==> src/rtl/pts_pkg.sv <==
// shared types, constants and codes of the photon transport heating block
`default_nettype none
package pts_pkg;

  localparam int SHELL_COUNT = 128;
  localparam int SHELL_BITS  = $clog2(SHELL_COUNT);
  localparam int CFG_IDX_W   = 3;
  localparam int QUEUE_DEPTH = 2;
  localparam int QUEUE_AW    = $clog2(QUEUE_DEPTH);
  localparam int LOG_STEPS   = 24;
  localparam int ROOT_STEPS  = 32;
  localparam int HEAT_W      = 64;

  localparam logic [31:0] LN2_Q32 = 32'd2977044472;
  localparam logic [31:0] ONE_Q30 = 32'h4000_0000;
  localparam logic [31:0] ONE_Q31 = 32'h8000_0000;

  localparam logic [15:0] ALBEDO_RESET = 16'd59578;
  localparam logic [31:0] SPFP_RESET   = 32'd595782;
  localparam logic [31:0] WTHR_RESET   = 32'd4294967;
  localparam logic [31:0] STHR_RESET   = 32'd429496730;
  localparam logic [31:0] TARGET_RESET = 32'd32768;

  typedef enum logic [CFG_IDX_W-1:0] {
    REG_ALBEDO = 3'd0,
    REG_SPFP   = 3'd1,
    REG_WTHR   = 3'd2,
    REG_STHR   = 3'd3,
    REG_TARGET = 3'd4
  } cfg_reg_e;

  typedef enum logic {
    OP_DRAW = 1'b0,
    OP_READ = 1'b1
  } op_e;

  typedef enum logic [1:0] {
    PH_MOVE = 2'd0,
    PH_XI1  = 2'd1,
    PH_XI2  = 2'd2,
    PH_ROUL = 2'd3
  } phase_e;

  typedef enum logic [4:0] {
    S_IDLE, S_LOG_INIT, S_LOG_NORM, S_LOG_SQ, S_LOG_SQW, S_LOG_LN, S_LOG_LNW,
    S_MOVE, S_MOVEW, S_SQ, S_SQW, S_ROOT, S_SHELL, S_SHELLW, S_DEP, S_DEPW,
    S_DSQ, S_DSQW, S_ACC, S_WT, S_WTW, S_DIR1, S_DIR2, S_DIR3, S_DV, S_DW,
    S_DWW, S_ROUL, S_ROULW, S_READ, S_EMIT
  } back_state_e;

  typedef struct packed {
    logic        kind;
    logic [31:0] rand_value;
    logic [6:0]  shell_index;
  } in_item_t;

  typedef struct packed {
    logic              result_kind;
    logic [31:0]       photons_finished;
    logic              run_done;
    logic [HEAT_W-1:0] heat_value;
    logic [HEAT_W-1:0] heat_square_value;
  } out_item_t;

  typedef struct packed {
    op_e         op;
    logic [31:0] value;
    logic [6:0]  idx;
  } q_item_t;

  typedef struct packed {
    logic    valid;
    q_item_t entry;
  } q_link_t;

  typedef struct packed {
    logic [15:0] albedo;
    logic [31:0] spfp;
    logic [31:0] wthr;
    logic [31:0] sthr;
    logic [31:0] target;
  } cfg_t;

  function automatic logic [31:0] abs32(input logic [31:0] v);
    return v[31] ? (~v + 32'd1) : v;
  endfunction

endpackage
`default_nettype wire

==> src/rtl/pts_front.sv <==
// input side: accepts items, tags their operation and queues them for the engine
`default_nettype none
module pts_front import pts_pkg::*; (
  input  wire logic     clk,
  input  wire logic     rst,
  input  wire logic     push,
  output logic          full,
  input  wire in_item_t item,
  output q_link_t       link,
  input  wire logic     take
);

  q_item_t                mem [QUEUE_DEPTH];
  logic [QUEUE_AW-1:0]    wr_ptr;
  logic [QUEUE_AW-1:0]    rd_ptr;
  logic [QUEUE_AW:0]      count;
  logic                   do_push;
  logic                   do_take;
  q_item_t                tagged_item;

  function automatic logic [QUEUE_AW-1:0] bump(input logic [QUEUE_AW-1:0] p);
    return (p == QUEUE_AW'(QUEUE_DEPTH - 1)) ? '0 : p + 1'b1;
  endfunction

  assign full    = (count == (QUEUE_AW + 1)'(QUEUE_DEPTH));
  assign do_push = push && !full;
  assign do_take = take && (count != '0);

  always_comb begin
    tagged_item.op    = item.kind ? OP_READ : OP_DRAW;
    tagged_item.value = item.rand_value;
    tagged_item.idx   = item.shell_index;
  end

  assign link.valid = (count != '0);
  assign link.entry = mem[rd_ptr];

  always_ff @(posedge clk) begin
    if (do_push) begin
      mem[wr_ptr] <= tagged_item;
    end
    if (rst) begin
      wr_ptr <= '0;
      rd_ptr <= '0;
      count  <= '0;
    end else begin
      if (do_push) wr_ptr <= bump(wr_ptr);
      if (do_take) rd_ptr <= bump(rd_ptr);
      if (do_push && !do_take) count <= count + 1'b1;
      else if (!do_push && do_take) count <= count - 1'b1;
    end
  end

endmodule
`default_nettype wire

==> config.mk <==
export PLATFORM = sky130hd
export DESIGN_NAME = pts_front
export DESIGN_NICKNAME = d
export VERILOG_FILES = /design/src/rtl/pts_pkg.sv /design/src/rtl/pts_front.sv
export SDC_FILE = /design/constraint.sdc
export NUM_CORES = 1
export LEC_CHECK = 0
export ABC_CLOCK_PERIOD_IN_PS = 2600
export BUFFER_PORTS_ARGS = -buffer_cell sky130_fd_sc_hd__buf_2
export CORE_MARGIN = 5
export CORE_UTILIZATION = 47
export CTS_CLUSTER_SIZE = 24
export DETAILED_ROUTE_END_ITERATION = 10
export GPL_ROUTABILITY_DRIVEN = 0
export PLACE_DENSITY_LB_ADDON = 0.1
export SLEW_MARGIN = 20
export SYNTH_ARGS = -nofsm -noshare
export SYNTH_HDL_FRONTEND = slang
export SYNTH_SLANG_ARGS = --single-unit
export TNS_END_PERCENT = 10
==> constraint.sdc <==
create_clock -name clk -period 2.6 [get_ports clk]
set_clock_uncertainty 0.15 [all_clocks]
set_input_delay 0.26 -clock clk [delete_from_list [all_inputs] [get_ports clk]]
set_output_delay 0.26 -clock clk [all_outputs]
set_load 0.01 [all_outputs]
==> Implementation_results.wiki <==
{| class="wikitable"
! Metric !! Value
|-
| Proportion of synthesized chip area in sequential cells || 80.91%
|-
| Setup slack of the most critical reg-to-reg path || 0.65 ns
|-
| CTS H-Tree Depth || 3
|-
| Final Critical Period || 2.000 ns
|-
| Routed via count || 1723
|-
| Setup-violating endpoint count in the final report || 0
|-
| Endpoint of the worst register-to-register path || mem[0][38]
|-
| Number of placement rows || 29
|-
| Tightest Hold Check Type || in -> reg
|-
| Maximum ir drop on the vdd rail || 0.0004783 V
|-
| Post-Route WL || 5454 microns
|-
| DPL Wire Length || 3470 microns
|-
| Tightest hold margin || 0.1656 ns
|-
| Critical register-to-register path startpoint || count[1]
|-
| Number of global-route vias before repair || 1855
|-
| Post-Layout Inst Area || 4282 sq um
|-
| Pleak || 0.001641 uW
|-
| Number of clock sinks || 85
|-
| Share of final-layout standard cells stronger than drive strength 1 || 50.86%
|-
| Count of nets after finishing || 331
|-
| Chip Height || 91.12 microns
|-
| Slowest cell delay on critical path || 0.47 ns
|-
| Std-Cell Core Area || 6386 sq um
|-
| Number of maximum-capacitance constraint violations || 0
|-
| Maximum root-to-sink buffer count || 2
|-
| Power density over the cells || 880.3 nW/um^2
|-
| Area Growth Syn to Fin || 38.43%
|-
| Worst path slowest cell || sky130_fd_sc_hd__dfxtp_2
|-
| Most used cells in the layout excluding fill and tap cells || sky130_fd_sc_hd__buf_2, sky130_fd_sc_hd__edfxtp_1, sky130_fd_sc_hd__dlygate4sd3_1
|-
| First-pass iteration count of the detailed router || 3
|-
| Crit path cell chain || buf_4 > mux2_2 > buf_2
|-
| Peak clock frequency supported by timing || 499.9 MHz
|-
| Antenna fix cells || 0
|-
| Distinct cell type count after synthesis || 14
|-
| Setup TNS || 0 ns
|-
| Wire per inst || 14.82 microns
|-
| Endpoint of the worst hold path || wr_ptr
|-
| GR Util All Layers || 13.66%
|-
| I/O Buffers || 85
|-
| Number of resized instances in the post-cts repair step || 0
|-
| Crit share post-route || 76.94%
|-
| Number of cell instances on the worst register-to-register path || 4
|-
| Starting utilization of the core area || 48.43%
|-
| CTS tree || built
|-
| Hold path depth || 4
|-
| Type of the setup path with the least slack || reg -> out
|-
| Number of cells after detailed placement || 311
|-
| Data required time of the worst path || 2.19 ns
|-
| DR DRC count || 0
|-
| Largest fanout of any net on the critical path || 14
|-
| Floorplan die width || 91.12 microns
|-
| Netlist area before placement || 3093 sq um
|-
| Leading cell type in the layout, fill and taps excluded || sky130_fd_sc_hd__buf_2
|-
| Fin cells || 368
|-
| Root cell of the clock tree || sky130_fd_sc_hd__clkbuf_8
|-
| Kind of start point of the critical path || flip-flop
|-
| Startpoint of the lowest-slack hold path || push
|-
| Number of top-level pins || 86
|-
| DRT antenna net count || 0
|-
| Overflow left after global routing || 0
|-
| Final core area utilization || 67.05%
|-
| Area of placed instances || 3665 sq um
|-
| Num CTS Buffers || 9
|-
| Max-slew headroom at the worst pin || 63.52%
|-
| Yosys reg bits || 85
|-
| RSZ-0062 raised after global routing || no
|-
| CP Capture Type || primary output
|-
| Final number of max-transition violations || 0
|-
| Result of the run || completed
|-
| Avg Synthesized Cell Area || 20.76 sq um
|-
| Pin slew with the least headroom to its limit || 0.5472 ns
|-
| Arrival time of the worst setup path || 1.59 ns
|-
| Global-route wire length before repair || 8776 microns
|-
| Synthesis warning total || 0
|-
| Clock-pin slew on the worst setup and hold paths || 0.08 ns
|-
| Post-Synthesis Cells || 149
|-
| Clock Latency Late Sink || 0.34 ns
|-
| Number of antenna violations at the first check in global routing || 0
|-
| DIE AREA || 8303 sq um
|-
| Fin. Hold Viols || 0
|-
| Drt via density || 4.682
|-
| Maximum number of pins on one net before global-route repair || 22
|-
| DRT iter0 DRCs || 59
|-
| Post-Syn Nets || 194
|}
==> repair_timing <==
| item | CTS | global route |
|---|---|---|
| hold buffers | 41 | 0 |
| setup buffers | 0 | 0 |
| endpoints found under the hold margin | 85 | 0 |
==> metal layers <==
layer  global-route usage, %  up-vias  wire [microns]
met3                   3.719        7             336
met2                   22.96       57            2712
met1                   16.37      807            2320
li1                        -      852               -
met5                       0        -               0
met4                   6.235        0              84
==> worst max path at each step <==
stage               startpoint         end  slack [ns]  cells past startpoint
floorplan             count[1]   mem[0][0]        0.44                      3
global placement      count[1]  mem[0][23]        0.68                      4
detailed placement    count[1]  mem[0][23]        0.63                      4
CTS                  flip-flop    link[31]        0.55                      3
global route         flip-flop    link[31]        0.50                      3
finish               flip-flop    link[31]        0.60                      3
==> synth_stat cells, drive strengths merged <==
cell type,instances,share of area (%)
mux2,40,15
and2,1,0.20
dfxtp,5,3.2
nor2,4,0.49
o21ai,3,0.49
a21oi,2,0.32
ha,1,0.40
or3,2,0.40
edfxtp,80,78
buf,4,0.65
nor2b,1,0.28
inv,2,0.24
xor2,3,0.85
or2,1,0.20
==> per-stage QoR <==
stage / total power (uW) / worst slack, ns
after floorplan: 2404 / 0.4440
after CTS: 3816 / 0.5520
after detailed placement: 2807 / 0.6314
after global placement: 2797 / 0.6835
after global routing: 3967 / 0.4981
final: 3769 / 0.5995
==> cell type report <==
cell class              count  area [sq um]
well taps                  77         96.34
fillers                   458          2105
clock inverters             5         75.07
clock buffers              11         131.4
repair buffers            130         903.4
inverters                   2         7.507
multi-input cells          58         564.3
flip-flops and latches     85          2504
==> power breakdown <==
part | internal (uW) | switching, uW | leakage, uW | total (uW)
clock | 537 | 426 | 0.000107 | 964
combinational | 516 | 502 | 0.000746 | 1020
sequential | 1720 | 66.3 | 0.000789 | 1790
==> kinds of logic after synthesis <==
family	Yosys count	synth area share (%)
AND/OR/NAND/NOR	9	1.578
AO/OA/AOI/OAI	5	0.8089
multiplexers	40	14.56
adder cells (fa/ha/maj)	1	0.4045
flip-flops	85	80.91
XOR/XNOR	3	0.8497
buffers and inverters	6	0.8901
==> critical path, delay by kind of cell, from the launching register on <==
family / cells / cell delay (ns)
buffers and inverters: 2 / 0.42
DFF: 1 / 0.47
muxes: 1 / 0.37
==> state kept, by name, summed over array words and instances, names as in the netlist, named ones only <==
| name | cells |
|---|---|
| wr_ptr | 1 |
| mem | 80 |
| rd_ptr | 1 |
| count | 2 |
Power figures use the tool's default switching activity.
